### config.mk
export PLATFORM = sky130hd
export DESIGN_NAME = tcs_control
export DESIGN_NICKNAME = d
export VERILOG_FILES = /design/src/rtl/tcs_pkg.sv /design/src/rtl/tcs_control.sv
export VERILOG_INCLUDE_DIRS = /design/src /design/src/rtl
export SDC_FILE = /design/constraint.sdc
export NUM_CORES = 1
export LEC_CHECK = 0
export BUFFER_PORTS_ARGS = -buffer_cell sky130_fd_sc_hd__buf_2
export CAP_MARGIN = 30
export CORE_MARGIN = 2
export CORE_UTILIZATION = 61
export CTS_BUF_LIST = sky130_fd_sc_hd__clkbuf_4 sky130_fd_sc_hd__clkbuf_8
export CTS_CLUSTER_DIAMETER = 200
export CTS_CLUSTER_SIZE = 8
export DETAILED_ROUTE_END_ITERATION = 8
export GPL_ROUTABILITY_DRIVEN = 0
export PLACE_DENSITY_LB_ADDON = 0.25
export SLEW_MARGIN = 0
export SYNTH_ARGS = -nofsm -noshare
export SYNTH_HDL_FRONTEND = slang
export SYNTH_SLANG_ARGS = --single-unit
### constraint.sdc
create_clock -name aclk -period 10.55 [get_ports aclk]
set_clock_uncertainty 0.15 [all_clocks]
set_input_delay 2.11 -clock aclk [delete_from_list [all_inputs] [get_ports aclk]]
set_output_delay 2.11 -clock aclk [all_outputs]
set_load 0.01 [all_outputs]
### src/rtl/triangle_centroid_height_search_assert.svh
// =============================================================================
// Triangle centroid height search: assertion macros
// Shared concurrent assertion forms used by the block's modules.
// =============================================================================
`ifndef TRIANGLE_CENTROID_HEIGHT_SEARCH_ASSERT_SVH
`define TRIANGLE_CENTROID_HEIGHT_SEARCH_ASSERT_SVH

// Same-cycle implication, disabled while reset is asserted.
`define TCS_ASSERT_IMPLY(label, clk, rst_n, ante, cons, msg) \
    label: assert property (@(posedge clk) disable iff (!(rst_n)) (ante) |-> (cons)) \
        else $error(msg);

// Next-cycle implication, disabled while reset is asserted.
`define TCS_ASSERT_NEXT(label, clk, rst_n, ante, cons, msg) \
    label: assert property (@(posedge clk) disable iff (!(rst_n)) (ante) |=> (cons)) \
        else $error(msg);

`endif

### src/rtl/tcs_pkg.sv
`timescale 1ns / 1ps
// =============================================================================
// Triangle centroid height search package
// Shared constants, types and helper functions.
// =============================================================================
package tcs_pkg;

    // Store geometry.
    localparam int VERTEX_DEPTH   = 4096;
    localparam int TRIANGLE_DEPTH = 8192;
    localparam int VTX_AW         = $clog2(VERTEX_DEPTH);
    localparam int TRI_AW         = $clog2(TRIANGLE_DEPTH);

    // Field widths.
    localparam int KIND_W   = 2;
    localparam int SLOT_W   = 13;
    localparam int COORD_W  = 24;
    localparam int CORNER_W = 12;
    localparam int COUNT_W  = 14;
    localparam int VTX_W    = 3 * COORD_W;
    localparam int TRI_W    = 3 * CORNER_W;

    // Input tdata layout, lowest field first.
    localparam int SLOT_LSB   = 0;
    localparam int X_LSB      = SLOT_LSB + SLOT_W;
    localparam int H_LSB      = X_LSB + COORD_W;
    localparam int Z_LSB      = H_LSB + COORD_W;
    localparam int A_LSB      = Z_LSB + COORD_W;
    localparam int B_LSB      = A_LSB + CORNER_W;
    localparam int C_LSB      = B_LSB + CORNER_W;
    localparam int S_TDATA_W  = ((C_LSB + CORNER_W + 7) / 8) * 8;
    localparam int M_TDATA_W  = ((COORD_W + 7) / 8) * 8;

    // Arithmetic widths. A sum of three coordinates needs two extra bits, its
    // magnitude stays below 2**25.
    localparam int SUM_W       = COORD_W + 2;
    localparam int MAG_W       = COORD_W + 1;
    localparam int RECIP_SHIFT = 26;
    localparam int RECIP_W     = 25;
    localparam int PROD_W      = MAG_W + RECIP_W;
    // ceil(2**26 / 3): exact floor division by three for magnitudes below 2**25.
    localparam logic [RECIP_W-1:0] RECIP3 = RECIP_W'((2**RECIP_SHIFT + 2) / 3);

    // Scan pipeline: triangle read, vertex read, sum, magnitude, multiply,
    // sign, distance.
    localparam int PIPE_STAGES = 7;

    // Configuration port.
    localparam int PADDR_W = 3;
    localparam int PDATA_W = 32;
    localparam logic REG_TRIANGLE_COUNT = 1'b0;

    // Item kinds.
    localparam logic [KIND_W-1:0] KIND_VERTEX   = 2'd0;
    localparam logic [KIND_W-1:0] KIND_TRIANGLE = 2'd1;
    localparam logic [KIND_W-1:0] KIND_QUERY    = 2'd2;

    typedef enum logic [1:0] {
        ST_IDLE,
        ST_SCAN,
        ST_DRAIN,
        ST_FINISH
    } state_t;

    typedef struct packed {
        logic              vtx_wr;
        logic              tri_wr;
        logic              query_start;
        logic              issue;
        logic [TRI_AW-1:0] issue_addr;
        logic              result_load;
    } cmd_t;

    typedef struct packed {
        logic pipe_busy;
        logic out_free;
    } status_t;

    function automatic logic signed [SUM_W-1:0] sext_sum(input logic [COORD_W-1:0] v);
        return {{(SUM_W - COORD_W){v[COORD_W-1]}}, v};
    endfunction

    function automatic logic [MAG_W-1:0] sum_mag(input logic signed [SUM_W-1:0] s);
        logic signed [SUM_W-1:0] m;
        m = s[SUM_W-1] ? -s : s;
        return m[MAG_W-1:0];
    endfunction

endpackage

### src/rtl/tcs_control.sv
`timescale 1ns / 1ps
// =============================================================================
// Triangle centroid height search controller
// Accepts items, sequences the triangle scan and hands off the result.
// =============================================================================
`include "triangle_centroid_height_search_assert.svh"

module tcs_control (
    input  logic                          aclk,
    input  logic                          aresetn,
    input  logic                          s_tvalid,
    output logic                          s_tready,
    input  logic [tcs_pkg::KIND_W-1:0]    kind,
    input  logic [tcs_pkg::COUNT_W-1:0]   triangle_count,
    output tcs_pkg::cmd_t                 cmd,
    input  tcs_pkg::status_t              status
);

    tcs_pkg::state_t                state_reg, state_next;
    logic [tcs_pkg::COUNT_W-1:0]    idx_reg, idx_next;
    logic [tcs_pkg::COUNT_W-1:0]    count_eff;
    logic                           accept;

    // Counts above the store depth scan the whole store.
    assign count_eff = (int'(triangle_count) > tcs_pkg::TRIANGLE_DEPTH)
                     ? tcs_pkg::COUNT_W'(tcs_pkg::TRIANGLE_DEPTH) : triangle_count;

    assign s_tready = (state_reg == tcs_pkg::ST_IDLE);
    assign accept   = s_tvalid && s_tready;

    always_ff @(posedge aclk) begin
        if (!aresetn) begin
            state_reg <= tcs_pkg::ST_IDLE;
            idx_reg   <= '0;
        end else begin
            state_reg <= state_next;
            idx_reg   <= idx_next;
        end
    end

    always_comb begin
        state_next = state_reg;
        idx_next   = idx_reg;
        cmd        = '0;
        cmd.issue_addr = idx_reg[tcs_pkg::TRI_AW-1:0];
        case (state_reg)
            tcs_pkg::ST_IDLE: begin
                if (accept) begin
                    case (kind)
                        tcs_pkg::KIND_VERTEX:   cmd.vtx_wr = 1'b1;
                        tcs_pkg::KIND_TRIANGLE: cmd.tri_wr = 1'b1;
                        tcs_pkg::KIND_QUERY: begin
                            cmd.query_start = 1'b1;
                            idx_next        = '0;
                            state_next      = (count_eff == '0) ? tcs_pkg::ST_FINISH
                                                                : tcs_pkg::ST_SCAN;
                        end
                        default: ;
                    endcase
                end
            end
            tcs_pkg::ST_SCAN: begin
                cmd.issue = 1'b1;
                if (idx_reg == count_eff - 1'b1) begin
                    state_next = tcs_pkg::ST_DRAIN;
                end else begin
                    idx_next = idx_reg + 1'b1;
                end
            end
            tcs_pkg::ST_DRAIN: begin
                if (!status.pipe_busy) begin
                    state_next = tcs_pkg::ST_FINISH;
                end
            end
            tcs_pkg::ST_FINISH: begin
                if (status.out_free) begin
                    cmd.result_load = 1'b1;
                    state_next      = tcs_pkg::ST_IDLE;
                end
            end
            default: state_next = tcs_pkg::ST_IDLE;
        endcase
    end

    `TCS_ASSERT_IMPLY(a_idle_pipe_empty, aclk, aresetn, state_reg == tcs_pkg::ST_IDLE, !status.pipe_busy, "scan pipeline busy while idle")
    `TCS_ASSERT_IMPLY(a_issue_in_range, aclk, aresetn, cmd.issue, idx_reg < count_eff, "triangle read beyond scan count")
    `TCS_ASSERT_NEXT(a_query_scans, aclk, aresetn, cmd.query_start && (count_eff != '0), state_reg == tcs_pkg::ST_SCAN, "query with triangles did not start a scan")

endmodule

# Word-level counts from Yosys, hierarchy flattened
# Index checks and enable logic that the tools add are counted.
[totals]
register_bits = 16
input_bits = 21
output_inout_bits = 19
wordCells = 44
[classes]
addsub = 2
n_lt_le_gt_ge = 1
n_eq_ne = 12
mux = 20
reduce_logical = 7
[op_table]
columns = ["op", "n"]
rows = [
  ["14-bit 2-to-1 mux", 4],
  ["14-bit one-hot mux with 2 select lines", 1],
  ["14-bit by 1-bit adder with 14-bit output, second input constant", 1],
  ["14-bit == test", 1],
  ["14-bit greater-than comparator, second input constant", 1],
  ["14-bit logical NOT", 1],
  ["14-bit by 1-bit subtractor with 14-bit output, second input constant", 1],
  ["2-bit 2-to-1 mux", 6],
  ["2-bit != test, second input constant", 4],
  ["2-bit one-hot mux with 4 select lines", 1],
  ["2-bit == test, second input constant", 3],
  ["1-bit 2-to-1 mux", 6],
  ["3-bit 2-to-1 mux", 2],
  ["5-bit AND reduction", 1],
  ["2-bit by 1-bit == test with 1-bit output, second input constant", 2],
  ["2-bit logical NOT", 2],
  ["2-bit by 1-bit != test with 1-bit output, second input constant", 2],
  ["4-bit AND reduction", 1],
  ["2-bit nonzero test", 1],
  ["1-bit logical AND", 1],
]

# Longest topological paths before layout
[depth]
depth_word = 7
depth_mapped = 15
depth_no_buf = 11

# Least setup slack after synthesis
# Ideal clock, no wire load.
[synth_path]
path_type = "input-to-reg"
from = "input port triangle_count[13] (netlist bit)"
to = "register idx_reg[0] (netlist bit)"
setup_ps = 72
arrival_time_ps = 5287
t_required_ps = 10328
path_slack_ps = 5041
path_stages = 15
n_path_buf = 4
path_cell_list = "clkbuf_1 -> inv_1 -> clkbuf_1 -> nand2_1 -> ha_1 -> buf_2 -> or3b_2 -> o211a_1 -> or3_1 -> a2111oi_0 -> nand4_1 -> o21ai_4 -> buf_6 -> or2b_2 -> mux2i_1"
[synth_between]
elab_chain_len = 6
[synth_rtl]
columns = ["element", "line_no", "source"]
rows = [
  ["from (decl)", "tcs_control.sv:14", "input logic [tcs_pkg::COUNT_W-1:0] triangle_count,"],
  ["14-bit greater-than comparator", "tcs_control.sv:25", "assign count_eff = (int'(triangle_count) > tcs_pkg::TRIANGLE_DEPTH)"],
  ["14-bit 2-to-1 mux *", "tcs_control.sv:26", "? tcs_pkg::COUNT_W'(tcs_pkg::TRIANGLE_DEPTH) : triangle_count;"],
  ["14-bit by 1-bit subtractor with 14-bit output *", "tcs_control.sv:64", "if (idx_reg == count_eff - 1'b1) begin"],
  ["14-bit == test *", "tcs_control.sv:64", ""],
  ["2-bit != test (no line) *", "--", ""],
  ["4-bit AND reduction (no line) *", "--", ""],
  ["to (signal assigned)", "tcs_control.sv:37", "idx_reg <= idx_next;"],
  ["to (decl)", "tcs_control.sv:20", "logic [tcs_pkg::COUNT_W-1:0] idx_reg, idx_next;"],
]
# Every way passes the cells marked *; elsewhere a longest branch is shown, timed or not.
# A chain may end at the register's enable or synchronous reset.

# Worst setup path in the final report
[layout_path]
from = "input port triangle_count[13] (netlist bit)"
to = "register idx_reg[1] (netlist bit)"
# The elaborated chain is that of the path after synthesis.

==> flow_metrics.tcl <==
set metrics [dict create \
    intPower_mw 0.1129 \
    synthArstFlopShare_pct 0 \
    ant_nets 0 \
    cts.clk_slew.worst_paths_ns 0.09 \
    avgSynthCellArea_sq_um 7.409 \
    p_leak_nw 0.7229 \
    worstSetupStartpointType "input port" \
    syn_area_sq_mm 0.001785 \
    combPwrFrac_pct 47.1 \
    pin_count 40 \
    die-area_sq_mm 0.003376 \
    syn-num-nets 269 \
    drive_above_1_share_pct 20.00 \
    synth_edf_count 0 \
    p_switching_mw 0.08306 \
    synth_largest_area_cell "dfxtp_1" \
    worstMarginPinSlew_ns 0.8132 \
    netlist-cell-type-count 57 \
    top_usage_layer "met2" \
    cp_max_fo 28 \
    fin_crit_sh_pct 54.22 \
    required_ns 10.62 \
    cts_resized 0 \
    syn_inst 241 \
    rows 19 \
    drt-vias-per-instance 6.864 \
    ys_seq_area_share_pct 17.94 \
    ctsLongestPathBuffers 2 \
    critical_path.max_stage_delay_ns 0.55 \
    cts_made_buffers 3 \
    critPathSlowestCell "or3b_2" \
    diodes 0 \
    maxSlewViolCount 0 \
    drv_cap 0 \
    grt_pass1_vias 1695 \
    htreeDepth 1 \
    ys_top_cells_by_area "dfxtp_1, buf_4, a21oi_1, ha_1, nand2_1" \
    nFillCells 251 \
    power.share.switching_pct 42.39 \
    ctsHoldBuffers 0 \
    ys_ff_latch 16 \
    synthToLayoutAreaGrowth_pct 4.485 \
    drc 0 \
    vias 1963 \
    setup_viol 0 \
    wire_per_inst_microns 15.96 \
    grtUsageTotal_pct 28.92 \
    chipHeight_microns 58.10 \
    gr-usage-met2_pct 47.56 \
    grt_util_met1_pct 38.47 \
    power_density_mw_per_mm2 105.0 \
    nets 285 \
    largest_reg_flops 14 \
    status "finished, final reports clean" \
    grt_max_degree 29 \
    relSlewSlack_pct 45.28 \
    synth_ff_type "dfxtp_1" \
    grt_pass1_wl_microns 7741 \
    clock.fmax_mhz 174.8 \
    critical_path_buf_inv_count 2 \
    core-area_sq_mm 0.002758 \
    wl_microns 4565 \
    ir_drop_uv 125.7 \
    path_cells "buf_2 -> inv_1 -> nand2_1 -> ha_1 -> or3b_2 -> o211a_1 -> or3_1 -> a2111oi_0 -> nand4_1 -> o21ai_4 -> or2b_2 -> mux2i_1" \
    crit_path_end_kind "register" \
    clockRootBuffer "clkbuf_4" \
    p_seq_share_pct 36.4 \
    finalHoldViolCount 0 \
    clkPwrFrac_pct 16.5 \
    worstHoldPathType "register to register" \
    drtPass1Iterations 5 \
    period_minus_slack_ns 5.720 \
    dp_hpwl_microns 3429 \
    yosys_warnings 0 \
    port_buffers 39 \
    grtUsageMet3_pct 5.357 \
    rsz0062_at_grt "no" \
    cts_tree "yes" \
    fin_setup_tns_ns 0 \
    start_util_pct 64.75 \
    cts_setup_buffers 0 \
    die_x_microns 58.10 \
    power.total_mw 0.1959 \
    arrival_ns 5.79 \
    dr.first_iter.drc_count 133 \
    cts.sink_count 16 \
    grt_overflow 0 \
    cp_top_family "simple AND/OR/NAND/NOR gates" \
    netlist.area_leader.share_pct 17.94 \
    path_class "input port to register" \
    clock_latency_ns 0.29 \
    antenna_found_initial 0 \
]
==> synth_stat cells (2+ instances only) <==
| master | instances |
|---|---|
| buf_6 | 3 |
| nand4_1 | 9 |
| buf_2 | 3 |
| nor4_1 | 10 |
| clkbuf_1 | 10 |
| nand2b_1 | 4 |
| nand2_1 | 20 |
| dfxtp_1 | 16 |
| o211ai_1 | 4 |
| o311ai_0 | 2 |
| o211a_1 | 3 |
| and4_1 | 3 |
| nor3b_1 | 3 |
| o31ai_1 | 8 |
| a31oi_1 | 2 |
| nor2_1 | 6 |
| o21ai_1 | 7 |
| or3_1 | 12 |
| and3_1 | 2 |
| nand3_1 | 10 |
| o21ai_0 | 7 |
| ha_1 | 7 |
| buf_4 | 13 |
| mux2i_1 | 4 |
| a21oi_1 | 18 |
| o2111ai_1 | 2 |
| xor2_1 | 3 |
| inv_1 | 9 |
| a22oi_1 | 2 |
| nor3_1 | 5 |
| or4_1 | 8 |
==> cells in the final DEF (no fill, tap or decap), types with 3 or more instances in the layout <==
master,netlist,layout
buf_2,3,39
nand2_1,20,20
a21oi_1,18,18
dfxtp_1,16,16
or3_1,12,12
nand3_1,10,10
nor4_1,10,10
inv_1,9,9
nand4_1,9,9
or4_1,8,8
o31ai_1,8,8
o21ai_0,7,7
o21ai_1,7,7
ha_1,7,7
nor2_1,6,6
nor3_1,5,5
nand2b_1,4,4
mux2i_1,4,4
o211ai_1,4,4
nor3b_1,3,3
xor2_1,3,3
and4_1,3,3
o211a_1,3,3
clkbuf_4,0,3
==> final cells by class <==
type / count / area [sq um] / area share (%)
Timing Repair Buffer: 40 / 202.7 / 10.87
Multi-Input combinational cell: 187 / 1247 / 66.87
Tap cell: 31 / 38.79 / 2.079
Sequential cell: 16 / 320.3 / 17.17
Clock buffer: 3 / 22.52 / 1.207
Inverter: 9 / 33.78 / 1.811
==> worst min-delay path: stages, from the launching register on <==
cell	delay (ns)
dfxtp_1	0.34
o31ai_1	0.07
a21oi_1	0.06
==> path summary, 6_finish.rpt <==
path / startpoint / endpoint / slack [ns] / cells past startpoint
worst min register to register: idx_reg[13]$_SDFFE_PN0P_ / idx_reg[13]$_SDFFE_PN0P_ / 0.36 / 2
worst max-delay path: triangle_count[13] / idx_reg[1]$_SDFFE_PN0P_ / 4.83 / 12
worst max register to register: state_reg[0]$_SDFFE_PN0P_ / idx_reg[13]$_SDFFE_PN0P_ / 7.76 / 9
worst min-delay path: idx_reg[13]$_SDFFE_PN0P_ / idx_reg[13]$_SDFFE_PN0P_ / 0.36 / 2
==> per-stage QoR <==
stage	setup WS (ns)	instances	hold WS, ns	utilization, %	instance area, sq um
floorplan	5.041	241	0.3152	-	1785
global placement	4.667	283	0.3361	66.83	1843
detailed placement	4.572	283	0.3433	66.83	1843
CTS	4.870	286	0.3603	67.65	1866
global route	4.488	286	0.3982	67.65	1866
finish	4.830	286	0.3591	67.65	1866
==> power groups by stage <==
stage	sequential, mW	combinational (mW)	clock [mW]
floorplan	0.0704	0.0751	0
global placement	0.0722	0.0890	0
detailed placement	0.0724	0.0911	0
CTS	0.0711	0.0916	0.0329
global route	0.0717	0.103	0.0363
finish	0.0713	0.0923	0.0324
==> cell families (layout without fill, tap and decap cells) <==
family,count (synthesis),count (layout),share of synthesized area (%)
buf+inv,38,52,12.19
compound gates,70,70,27.26
mux,4,4,2.243
xor+xnor,3,3,1.472
simple gates,103,103,33.99
flops,16,16,17.94
fa+ha+maj,7,7,4.905
==> metal layers <==
layer	part of all wire [%]	routed length, microns	vias up
met2	46	2107	114
met1	43	1975	882
met4	2.0	90	0
li1	-	-	953
met3	8.6	391	14
met5	0	0	-
(Power assumes the default switching activity.)
